==> src/hw/rtl/bmag_pkg.sv <==
package bmag_pkg;

    // Ring depth and field widths.
    localparam int SAMPLE_COUNT = 16;
    localparam int CODE_W       = 12;
    localparam int MV_W         = 14;
    localparam int PCT_W        = 7;
    localparam int CFG_W        = 14;
    localparam int CFG_IDX_W    = 2;
    localparam int HELD_W       = $clog2(SAMPLE_COUNT + 1);
    localparam int SLOT_W       = (SAMPLE_COUNT > 1) ? $clog2(SAMPLE_COUNT) : 1;

    // Scale: code 4095 reads as 12000 mV.
    localparam int CODE_FULL_SCALE = 4095;
    localparam int MV_FULL_SCALE   = 12000;
    localparam int MV_SCALE2       = 2 * MV_FULL_SCALE;
    localparam int PCT_MAX         = 100;
    localparam int PCT_SCALE2      = 2 * PCT_MAX;

    localparam int SUM_W = $clog2(SAMPLE_COUNT * CODE_FULL_SCALE + 1);

    // Mean division: (2*sum*12000 + 4095*held) / (2*4095*held).
    localparam longint NUM1_MAX = longint'(SAMPLE_COUNT) * CODE_FULL_SCALE * MV_SCALE2
                                + longint'(SAMPLE_COUNT) * CODE_FULL_SCALE;
    localparam int NUM1_W  = $clog2(NUM1_MAX + 1);
    localparam int DEN1_W  = $clog2(2 * CODE_FULL_SCALE * SAMPLE_COUNT + 1);

    // Percentage division: (200*(mv-empty) + span) / (2*span).
    localparam int NUM2_W  = $clog2(MV_FULL_SCALE * PCT_SCALE2 + (2 ** CFG_W));
    localparam int DEN2_W  = CFG_W + 1;

    localparam int DEN_W   = (DEN1_W > DEN2_W) ? DEN1_W : DEN2_W;
    localparam int REM_W   = DEN_W + 1;
    localparam int CNT_W   = $clog2(MV_W);

    // Stream word widths, padded to whole bytes.
    localparam int IN_TDATA_W   = ((CODE_W + 7) / 8) * 8;
    localparam int OUT_FIELDS_W = MV_W + PCT_W + HELD_W;
    localparam int OUT_TDATA_W  = ((OUT_FIELDS_W + 7) / 8) * 8;

    // Register indexes and reset values.
    localparam logic [CFG_IDX_W-1:0] REG_EMPTY_MV = CFG_IDX_W'(0);
    localparam logic [CFG_IDX_W-1:0] REG_FULL_MV  = CFG_IDX_W'(1);
    localparam logic [CFG_W-1:0]     EMPTY_MV_RST = CFG_W'(3000);
    localparam logic [CFG_W-1:0]     FULL_MV_RST  = CFG_W'(4200);

endpackage

==> src/hw/rtl/battery_moving_average_gauge_unit.sv <==
// Channel      | Direction | Word contents (lowest bit first)
// -------------|-----------|------------------------------------------------------
// s_axis       | in        | tdata: adc_code[11:0], zero pad to 16 bits
// m_axis       | out       | tdata: average_millivolts[13:0], charge_percent[20:14],
//              |           |        samples_held[25:21], zero pad to 32 bits
// cfg          | in        | index 0 empty_millivolts, 1 full_millivolts; data 14 bits
//
// An accepted word passes ring update, scaling, 14 divider steps for the mean, percentage
// setup, saturation check, 7 divider steps for the percentage and result selection before
// the output register loads; the percentage steps are skipped when no division is needed.
// Reset (synchronous, active low) clears the sum and fill count; the ring memory is
// not cleared, as a slot's read data is used only after the slot has been written.
// A stalled output holds its word while the next sample is already taken in.
module battery_moving_average_gauge_unit (
    input  logic                               i_clk,
    input  logic                               i_rst_n,
    // Sample input.
    input  logic                               i_s_axis_tvalid,
    output logic                               o_s_axis_tready,
    input  logic [bmag_pkg::IN_TDATA_W-1:0]    i_s_axis_tdata,   // adc_code
    // Result output.
    output logic                               o_m_axis_tvalid,
    input  logic                               i_m_axis_tready,
    output logic [bmag_pkg::OUT_TDATA_W-1:0]   o_m_axis_tdata,   // average_millivolts,
                                                                 // charge_percent,
                                                                 // samples_held
    // Configuration writes.
    input  logic                               i_cfg_valid,
    output logic                               o_cfg_ready,
    input  logic [bmag_pkg::CFG_IDX_W-1:0]     i_cfg_index,
    input  logic [bmag_pkg::CFG_W-1:0]         i_cfg_data
);
    import bmag_pkg::*;

    // Sequencer states.
    localparam logic [2:0] ST_IDLE = 3'd0;  // waiting for a sample word
    localparam logic [2:0] ST_UPD  = 3'd1;  // ring write and sum update
    localparam logic [2:0] ST_MUL  = 3'd2;  // scale sum, load mean division
    localparam logic [2:0] ST_DIV1 = 3'd3;  // mean division steps
    localparam logic [2:0] ST_PCT  = 3'd4;  // percentage operands and special cases
    localparam logic [2:0] ST_CHK  = 3'd5;  // saturation check, load second division
    localparam logic [2:0] ST_DIV2 = 3'd6;  // percentage division steps
    localparam logic [2:0] ST_DONE = 3'd7;  // hand the result to the output register

    logic [2:0]        r_state;
    logic [2:0]        n_state;

    // Configuration registers.
    logic [CFG_W-1:0]  r_empty_mv;
    logic [CFG_W-1:0]  r_full_mv;

    // Ring state. The ring lives in a synchronous memory with registered read data.
    logic [CODE_W-1:0] r_ring [SAMPLE_COUNT];
    logic [CODE_W-1:0] r_rd_data;
    logic [CODE_W-1:0] r_code;
    logic [SUM_W-1:0]  r_sum;
    logic [SLOT_W-1:0] r_slot;
    logic [HELD_W-1:0] r_fill;

    // Shared divider.
    logic [REM_W-1:0]  r_rem;
    logic [DEN_W-1:0]  r_den;
    logic [MV_W-1:0]   r_quo;
    logic [CNT_W-1:0]  r_cnt;

    // Percentage stage.
    logic [MV_W-1:0]   r_mv;
    logic [NUM2_W-1:0] r_num2;
    logic              r_special;
    logic              r_use_quo;
    logic [PCT_W-1:0]  r_pct;

    // Output register.
    logic              r_out_valid;
    logic [MV_W-1:0]   r_out_mv;
    logic [PCT_W-1:0]  r_out_pct;
    logic [HELD_W-1:0] r_out_held;

    logic              in_acc;
    logic              out_acc;
    logic              out_free;

    assign o_s_axis_tready = (r_state == ST_IDLE);
    assign in_acc          = i_s_axis_tvalid && o_s_axis_tready;
    assign out_acc         = r_out_valid && i_m_axis_tready;
    assign out_free        = !r_out_valid || i_m_axis_tready;

    assign o_cfg_ready     = 1'b1;
    assign o_m_axis_tvalid = r_out_valid;
    assign o_m_axis_tdata  = OUT_TDATA_W'({r_out_held, r_out_pct, r_out_mv});

    // One restoring division step: bring in the next dividend bit, subtract if it fits.
    logic [REM_W-1:0]  div_shift;
    logic              div_fits;
    logic [REM_W-1:0]  div_rem;

    always_comb begin
        div_shift = {r_rem[REM_W-2:0], r_quo[MV_W-1]};
        div_fits  = (div_shift >= REM_W'(r_den));
        div_rem   = div_fits ? (div_shift - REM_W'(r_den)) : div_shift;
    end

    // Mean scaling: numerator and denominator of the rounded mean.
    logic [NUM1_W-1:0] mean_num;
    logic [DEN_W-1:0]  mean_den;

    always_comb begin
        mean_num = NUM1_W'(r_sum) * NUM1_W'(MV_SCALE2)
                 + NUM1_W'(r_fill) * NUM1_W'(CODE_FULL_SCALE);
        mean_den = DEN_W'(r_fill) * DEN_W'(2 * CODE_FULL_SCALE);
    end

    // Percentage operands, taken from the rounded mean left in the quotient register.
    logic [CFG_W-1:0]  pct_span;
    logic [MV_W-1:0]   pct_diff;
    logic [NUM2_W-1:0] pct_num;
    logic              pct_no_scale;
    logic              pct_below;

    always_comb begin
        pct_span     = r_full_mv - r_empty_mv;
        pct_diff     = r_quo - MV_W'(r_empty_mv);
        pct_num      = NUM2_W'(pct_diff) * NUM2_W'(PCT_SCALE2) + NUM2_W'(pct_span);
        pct_no_scale = (r_full_mv <= r_empty_mv);
        pct_below    = (CFG_W'(r_quo) <= r_empty_mv);
    end

    // A quotient of 128 or more is certainly above one hundred percent.
    logic              pct_saturates;
    assign pct_saturates = ({r_num2, {PCT_W{1'b0}}} >=
                            {(NUM2_W)'(r_den), {PCT_W{1'b0}}} << PCT_W);

    always_comb begin
        n_state = r_state;
        case (r_state)
            ST_IDLE: if (in_acc) n_state = ST_UPD;
            ST_UPD:  n_state = ST_MUL;
            ST_MUL:  n_state = ST_DIV1;
            ST_DIV1: if (r_cnt == CNT_W'(MV_W - 1)) n_state = ST_PCT;
            ST_PCT:  n_state = ST_CHK;
            ST_CHK:  n_state = (r_special || pct_saturates) ? ST_DONE : ST_DIV2;
            ST_DIV2: if (r_cnt == CNT_W'(PCT_W - 1)) n_state = ST_DONE;
            ST_DONE: if (out_free) n_state = ST_IDLE;
            default: n_state = ST_IDLE;
        endcase
    end

    // Ring memory: read at acceptance, written back in the cycle after, in the ring update. The sequencer
    // keeps a single word in flight, so a read never overlaps a write of the same slot.
    always_ff @(posedge i_clk) begin
        if (in_acc) begin
            r_rd_data <= r_ring[r_slot];
        end
        if (r_state == ST_UPD) begin
            r_ring[r_slot] <= r_code;
        end
    end

    // Control state.
    always_ff @(posedge i_clk) begin
        if (!i_rst_n) begin
            r_state     <= ST_IDLE;
            r_empty_mv  <= EMPTY_MV_RST;
            r_full_mv   <= FULL_MV_RST;
            r_sum       <= '0;
            r_slot      <= '0;
            r_fill      <= '0;
            r_out_valid <= 1'b0;
        end else begin
            r_state <= n_state;

            if (i_cfg_valid && o_cfg_ready) begin
                case (i_cfg_index)
                    REG_EMPTY_MV: r_empty_mv <= i_cfg_data;
                    REG_FULL_MV:  r_full_mv  <= i_cfg_data;
                    default:      ;
                endcase
            end

            if (r_state == ST_UPD) begin
                if (r_fill < HELD_W'(SAMPLE_COUNT)) begin
                    r_fill <= r_fill + HELD_W'(1);
                    r_sum  <= r_sum + SUM_W'(r_code);
                end else begin
                    r_sum  <= r_sum - SUM_W'(r_rd_data) + SUM_W'(r_code);
                end
                if (r_slot == SLOT_W'(SAMPLE_COUNT - 1)) begin
                    r_slot <= '0;
                end else begin
                    r_slot <= r_slot + SLOT_W'(1);
                end
            end

            if (r_state == ST_DONE && out_free) begin
                r_out_valid <= 1'b1;
            end else if (out_acc) begin
                r_out_valid <= 1'b0;
            end
        end
    end

    // Datapath registers.
    always_ff @(posedge i_clk) begin
        if (in_acc) begin
            r_code <= i_s_axis_tdata[CODE_W-1:0];
        end

        case (r_state)
            ST_MUL: begin
                r_rem <= REM_W'(mean_num >> MV_W);
                r_quo <= mean_num[MV_W-1:0];
                r_den <= mean_den;
                r_cnt <= '0;
            end
            ST_DIV1, ST_DIV2: begin
                r_rem <= div_rem;
                r_quo <= {r_quo[MV_W-2:0], div_fits};
                r_cnt <= r_cnt + CNT_W'(1);
            end
            ST_PCT: begin
                r_mv      <= r_quo;
                r_num2    <= pct_num;
                r_den     <= DEN_W'({pct_span, 1'b0});
                r_special <= pct_no_scale || pct_below;
                if (pct_no_scale) begin
                    r_pct <= pct_below && (r_quo != MV_W'(r_empty_mv))
                             ? '0 : PCT_W'(PCT_MAX);
                end else begin
                    r_pct <= '0;
                end
            end
            ST_CHK: begin
                r_use_quo <= !(r_special || pct_saturates);
                if (!r_special && pct_saturates) begin
                    r_pct <= PCT_W'(PCT_MAX);
                end
                r_rem <= REM_W'(r_num2 >> PCT_W);
                r_quo <= MV_W'({r_num2[PCT_W-1:0], {(MV_W - PCT_W){1'b0}}});
                r_cnt <= '0;
            end
            ST_DONE: begin
                if (out_free) begin
                    r_out_mv   <= r_mv;
                    r_out_held <= r_fill;
                    if (r_use_quo) begin
                        r_out_pct <= (r_quo[PCT_W-1:0] > PCT_W'(PCT_MAX))
                                     ? PCT_W'(PCT_MAX) : r_quo[PCT_W-1:0];
                    end else begin
                        r_out_pct <= r_pct;
                    end
                end
            end
            default: ;
        endcase
    end

    // The fill count never passes the ring depth.
    a_fill_bound: assert property (@(posedge i_clk) disable iff (!i_rst_n)
        r_fill <= HELD_W'(SAMPLE_COUNT))
        else $error("fill count beyond ring depth");

    // The running sum stays within what the held codes can add up to.
    a_sum_bound: assert property (@(posedge i_clk) disable iff (!i_rst_n)
        int'(r_sum) <= int'(r_fill) * CODE_FULL_SCALE)
        else $error("running sum exceeds held codes");

    // An accepted word moves on to its ring update with the input closed.
    a_interlock: assert property (@(posedge i_clk) disable iff (!i_rst_n)
        in_acc |=> (r_state == ST_UPD) && !o_s_axis_tready)
        else $error("input open during ring update");

    // A presented result holds a sample count of one through the ring depth.
    a_held_range: assert property (@(posedge i_clk) disable iff (!i_rst_n)
        r_out_valid |-> (r_out_held != '0) && (r_out_held <= HELD_W'(SAMPLE_COUNT)))
        else $error("sample count out of range");

    // A presented percentage never exceeds one hundred.
    a_pct_range: assert property (@(posedge i_clk) disable iff (!i_rst_n)
        r_out_valid |-> (r_out_pct <= PCT_W'(PCT_MAX)))
        else $error("charge percentage above one hundred");

endmodule
==> config.mk <==
export PLATFORM = sky130hd
export DESIGN_NAME = battery_moving_average_gauge_unit
export DESIGN_NICKNAME = d
export VERILOG_FILES = /design/src/hw/rtl/bmag_pkg.sv /design/src/hw/rtl/battery_moving_average_gauge_unit.sv
export SDC_FILE = /design/constraint.sdc
export NUM_CORES = 1
export LEC_CHECK = 0
export BUFFER_PORTS_ARGS = -buffer_cell sky130_fd_sc_hd__buf_2
export CORE_MARGIN = 1.5
export CORE_UTILIZATION = 45
export CTS_CLUSTER_DIAMETER = 30
export DETAILED_ROUTE_END_ITERATION = 10
export PLACE_DENSITY = 0.61
export SYNTH_ARGS = -nofsm -noshare
export SYNTH_HDL_FRONTEND = slang
export SYNTH_SLANG_ARGS = --single-unit
==> constraint.sdc <==
create_clock -name i_clk -period 19.4 [get_ports i_clk]
set_input_delay 3.88 -clock i_clk [delete_from_list [all_inputs] [get_ports i_clk]]
set_output_delay 3.88 -clock i_clk [all_outputs]
set_load 0.05 [all_outputs]
* Word-level counts from Yosys, hierarchy flattened
Memory sizes are Yosys's and may differ from the RTL's. A register that Yosys moved wholly into a read port is not among the register bits.
Index checks and enable logic that the tools add are counted.
** Word-level totals
- Register bits :: 192
- RAM bits :: 192
- Input bits :: 37
- Output and inout port bits :: 35
- Word-level logic and storage cells :: 108
- Memories :: 1
** Memories
- r_ring :: depth 16, bits a word 12, read ports 1, clocked after Yosys merged registers in 1, write ports 1, line battery_moving_average_gauge_unit.sv:53 : logic [CODE_W-1:0] r_ring [SAMPLE_COUNT];
** Operators by class
- $add $sub $neg :: 11
- Multiply operators :: 4
- Magnitude comparators :: 6
- Equality and inequality tests :: 17
- Mux-type cells :: 23
- Reductions and logical operators :: 26
** Operators with widths (count)
- $pmux 17 s3 :: 1
- $pmux 14 s3 :: 1
- $mux 7 :: 5
- $pmux 17 s2 :: 1
- $add 16x12->16 :: 2
- $add 31x17->31 :: 1
- $ge 29x29->1 :: 1
- $le 14x14->1 :: 2
- $sub 14x14->14 :: 2
- $mul 16x9->25 const B :: 1
- $pmux 3 s8 :: 1
- $add 22x14->22 :: 1
- $mul 14x5->19 const B :: 1
- $ge 18x17->1 :: 1
- $mul 5x12->17 const B :: 1
- $mux 17 :: 1
- $sub 17x17->17 :: 1
- $mul 5x12->16 const B :: 1
- $mux 16 :: 1
- $sub 16x12->16 :: 1
- $ne 14x14->1 :: 1
- $pmux 7 s2 :: 1
- $eq 3x3->1 const B :: 4
- $mux 3 :: 4
- other kinds (24) :: 50

* Depth between registers and ports, before layout
- Depth after elaboration :: 5
- Depth in mapped cells :: 27
- Depth with buffers taken out :: 27

* Worst setup path before layout
Ideal clock, no wire load.
- Path kind :: register -> register
- Start point :: register r_sum[3]
- End point :: register r_rem[6], data pin
- Library setup time :: 0.261 ns
- Arrival time :: 6.417 ns
- Required time :: 19.139 ns
- Setup slack :: 12.723 ns
- Cell stages (with the launch flop) :: 25
- Path buffers :: 0
- Clock period less this slack :: 6.677 ns
- Cells stage by stage :: dfxtp_1 -> inv_1 -> fa_1 -> inv_1 -> ha_1 -> ha_1 -> ha_1 -> ha_1 -> fa_1 -> fa_1 -> fa_1 -> inv_1 -> fa_1 -> inv_1 -> ha_1 -> nand4_1 -> nor4_1 -> nor2_1 -> a211o_1 -> nor2_1 -> o21ai_1 -> a211o_2 -> o31ai_1 -> xnor2_1 -> a221o_1
** Between the ends
- Word-level cells in the longest chain between the ends :: 3
** RTL lines
- start, declared :: line battery_moving_average_gauge_unit.sv:56 : logic [SUM_W-1:0] r_sum;
- start signal, assigned :: line battery_moving_average_gauge_unit.sv:183 : r_sum <= r_sum + SUM_W'(r_code);
- start signal, assigned :: line battery_moving_average_gauge_unit.sv:185 : r_sum <= r_sum - SUM_W'(r_rd_data) + SUM_W'(r_code);
- $mul 16x9->25 :: line battery_moving_average_gauge_unit.sv:108 : mean_num = NUM1_W'(r_sum) * NUM1_W'(MV_SCALE2)
- $add 31x17->31 :: line battery_moving_average_gauge_unit.sv:109 : + NUM1_W'(r_fill) * NUM1_W'(CODE_FULL_SCALE);
- $pmux 17 s3 :: line battery_moving_average_gauge_unit.sv:208 : case (r_state)
- end signal, assigned :: line battery_moving_average_gauge_unit.sv:210 : r_rem <= REM_W'(mean_num >> MV_W);
- end signal, assigned :: line battery_moving_average_gauge_unit.sv:216 : r_rem <= div_rem;
- end signal, assigned :: line battery_moving_average_gauge_unit.sv:237 : r_rem <= REM_W'(r_num2 >> PCT_W);
- end, declared :: line battery_moving_average_gauge_unit.sv:61 : logic [REM_W-1:0] r_rem;
No other way between the ends.
A chain may end at the register's enable or synchronous reset.

* Final worst setup path
- Start point :: register r_sum[2]
- End point :: register r_rem[6], data pin
Same word-level chain as after synthesis.

==> results by group <==
Synth
  – Synthesized area: about 0.027 mm2
  – YS warnings: 0
  – Seq/Total Area, Yosys: approximately two fifths
  – Flops & latches, synth: 389
  – Mean area per synthesized cell: 11.3 um2
  – Mapped Cells: ~2400
  – Cell variety after synth: 88
  – Dominant synthesized flop cell: edfxtp_1
  – Ys async rst share: 0%
  – Post-synth EDFFs: 332

Cells and area
  – Share of cells above drive strength 1: 13.7%
  – Fin util: 52.7%
  – Area Growth Syn to Fin: 16.1%
  – Diodes inserted: 0
  – Multi-input gate area: approximately 0.014 mm2
  – Register area: ~0.011 mm2
  – FILL cells: between 5000 and 6000
  – NumNets Final: approximately 3000

Run
  – Total of max-cap violations: 0

STA
  – Relative slew slack: between 10% and 20%
  – RSZ-0062 raised after global routing: false
  – TNS Setup: 0 ns
  – Final Critical Period: ~7.4 ns
  – Setup ws final: approximately 12 ns
  – Max Fclk: 0.135 GHz
  – Fin. Hold Viols: 0
  – Worst slew pin tran: around 1.2 ns
  – Setup violators final: 0
  – Max-slew violations: 0
  – Tcrit/Tclk final: 38.3%
  – Clk_skew: 0.0398 ns

Clock tree
  – Reg clk slew, reported paths: around 0.050 ns
  – Hold Buf Count CTS: 0
  – Clock tree root driver cell: clkbuf_16
  – Cts repair resizes: 0
  – Clk buf depth: 3
  – Clock sinks: ~390
  – TritonCTS clock tree: built
  – Worst skew pair latency: around 0.63 ns
  – CTS Buf Count: 87
  – H-tree Lvls: 3
  – Post-CTS Setup Inserts: 0

Routing
  – WL/cell: roughly 19 um
  – Vias per inst: ~5.4
  – Detailed Route WL: around 63 mm
  – Drt pass-1 iters: 7
  – First DRT Iteration DRCs: 1074
  – Vias: around 18000
  – DRC viols: 0
  – ANT nets after route: 0

Worst setup path
  – Critical Path End: r_rem[6]
  – Worst Path Required: 19.77 ns
  – Reg2Reg Depth: 24
  – Reg2reg end: r_rem[6]
  – R2R Setup Slk: about 12 ns
  – Crit path max fanout: 7
  – Crit Path Category: register to register
  – WP data arrival: ~8 ns
  – Startpoint Class: register
  – Crit path from: r_sum[2]
  – Worst R2R Start: r_sum[2]
  – CP endpoint kind: register

Floorplanning
  – Die extent in x: approximately 250 um
  – Rows: 89
  – Die H: about 250 um
  – Die area: a little over 0.06 mm2
  – Placeable Area: 0.0589 mm2
  – I/O pins: 72
  – Initial Utilization: 45.4%

Global routing
  – First-pass GRT wire length: ~100 mm
  – Initial antenna violation count: 0
  – Number of global-route vias before repair: 18700
  – GRT overflow: 0
  – All-Layer GR Usage: 21.5%
  – Largest net degree at the start of global routing: 54

Place
  – Setup slack at placement: 11.96 ns
  – I/O Buffers: 60
  – Detailed placer's ending HPWL: about 47 mm
  – GP Congestion: roughly 0.86

Min path
  – HP Class: register to register
  – Hold_sp: r_mv[1]

Outcome
  – Outcome: completed
[Yosys cell counts (5+ instances only)]
| cell | count | area share (%) |
|---|---|---|
| nor3b_1 | 5 | 0.14 |
| a221o_1 | 9 | 0.34 |
| ha_1 | 261 | 12 |
| nor3_1 | 36 | 0.67 |
| xor2_1 | 40 | 1.3 |
| inv_1 | 385 | 5.4 |
| a21o_1 | 35 | 0.98 |
| nor2_1 | 142 | 2.0 |
| buf_1 | 6 | 0.084 |
| a22oi_1 | 10 | 0.28 |
| and3_1 | 7 | 0.16 |
| nand4_1 | 15 | 0.35 |
| nor4_1 | 14 | 0.33 |
| mux2i_1 | 11 | 0.41 |
| nand3_1 | 29 | 0.54 |
| nand2b_1 | 24 | 0.56 |
| or4_1 | 5 | 0.14 |
| a21oi_1 | 119 | 2.2 |
| buf_4 | 7 | 0.20 |
| mux4_2 | 60 | 5.1 |
| o31a_1 | 7 | 0.23 |
| a31oi_1 | 15 | 0.35 |
| o41ai_1 | 5 | 0.16 |
| a21boi_0 | 12 | 0.34 |
| or2_2 | 10 | 0.23 |
| o21ai_0 | 85 | 1.6 |
| fa_1 | 134 | 10 |
| o21a_1 | 17 | 0.48 |
| clkbuf_1 | 45 | 0.63 |
| or3_1 | 15 | 0.35 |
| o31ai_1 | 10 | 0.28 |
| and2_1 | 6 | 0.14 |
| dfxtp_1 | 57 | 4.3 |
| o21bai_1 | 11 | 0.31 |
| a211oi_1 | 18 | 0.51 |
| nor2b_1 | 22 | 0.52 |
| o21ai_1 | 6 | 0.11 |
| nand2_1 | 142 | 2.0 |
| edfxtp_1 | 332 | 37 |
| o211ai_1 | 24 | 0.67 |
| xnor2_1 | 87 | 2.9 |
[per-stage QoR]
| stage | hold slack, ns | cells | cell area (um2) |
|---|---|---|---|
| detailed placement | 0.407 | 3166 | 27900 |
| global placement | 0.403 | 3166 | 27900 |
| finish | 0.406 | 3329 | 31000 |
| CTS | 0.407 | 3329 | 31000 |
| global route | 0.417 | 3329 | 31000 |
| floorplan | 0.400 | 2375 | 26700 |
[worst max-delay path, stage by stage (launching register included)]
cell	delay (ns)
dfxtp_1	0.51
inv_1	0.22
fa_1	0.56
inv_1	0.04
ha_1	0.29
ha_1	0.28
ha_1	0.28
ha_1	0.25
fa_1	0.51
fa_1	0.43
fa_1	0.50
inv_1	0.06
fa_1	0.53
inv_1	0.05
ha_1	0.37
nand4_1	0.20
nor4_1	0.33
nor2_1	0.11
a211o_1	0.33
nor2_1	0.17
o21ai_1	0.20
a211o_2	0.37
o31ai_1	0.08
xnor2_1	0.14
a221o_1	0.34
[registers in the layout, summed over array words and instances, names as in the netlist, 3 cells and up]
name and count:
r_ring 192, r_num2 22, r_rem 17, r_den 16, r_sum 16, r_empty_mv 14
r_full_mv 14, r_mv 14, r_out_mv 14, r_quo 14, r_code 12, r_rd_data 12
r_out_pct 7, r_fill 5, r_out_held 5, r_cnt 4, r_slot 4, r_state 3
[metal layers]
layer	share of wire (%)	vias up	GRT usage [%]
li1	-	8636	-
met1	42	8842	26.1
met2	50	420	37.3
met3	5.0	129	4.25
met4	3.3	0	8.39
met5	0	-	0
[placed cells by master (no fill, tap or decap), types with 24 or more instances in the layout]
master     Yosys  final
nor2_1       142    142
xnor2_1       87     87
nand2b_1      24     24
ha_1         261    261
nor3_1        36     32
buf_4          7     24
buf_2          1     60
dfxtp_1       57     55
edfxtp_1     332    332
a21o_1        35     35
inv_1        385    384
o211ai_1      24     24
nand2_1      142    142
fa_1         134    134
nand3_1       29     29
mux4_2        60     60
a21oi_1      119    119
clkbuf_16      0     88
o21ai_0       85     85
xor2_1        40     40
[how the worst min path moves through the flow]
stage | to | cells after the start
after global routing | r_out_mv[1] | 0
after CTS | r_out_mv[1] | 0
after global placement | r_out_mv[13] | 0
after detailed placement | r_out_mv[1] | 0
final | r_out_mv[1] | 0
after floorplan | r_out_mv[0] | 0
[cell families after synthesis]
family	synth area share, %
AO/OA/AOI/OAI	10.6
XOR/XNOR	4.16
adder cells (fa/ha/maj)	22.3
buffers and inverters	6.69
flip-flops	41.6
multiplexers	5.60
other	0.0281
AND/OR/NAND/NOR	9.09
[cell type report]
type,count,share of cell area [%]
multi-input cells,1534,44.7
flip-flops and latches,389,35.8
clock buffers,90,7.12
inverters,386,4.67
well taps,773,3.12
clock inverters,73,2.96
repair buffers,84,1.55
Power is left out: the tool's default activity adds up to more than one toggle a clock period on the data nets, which glitch-free logic cannot reach.
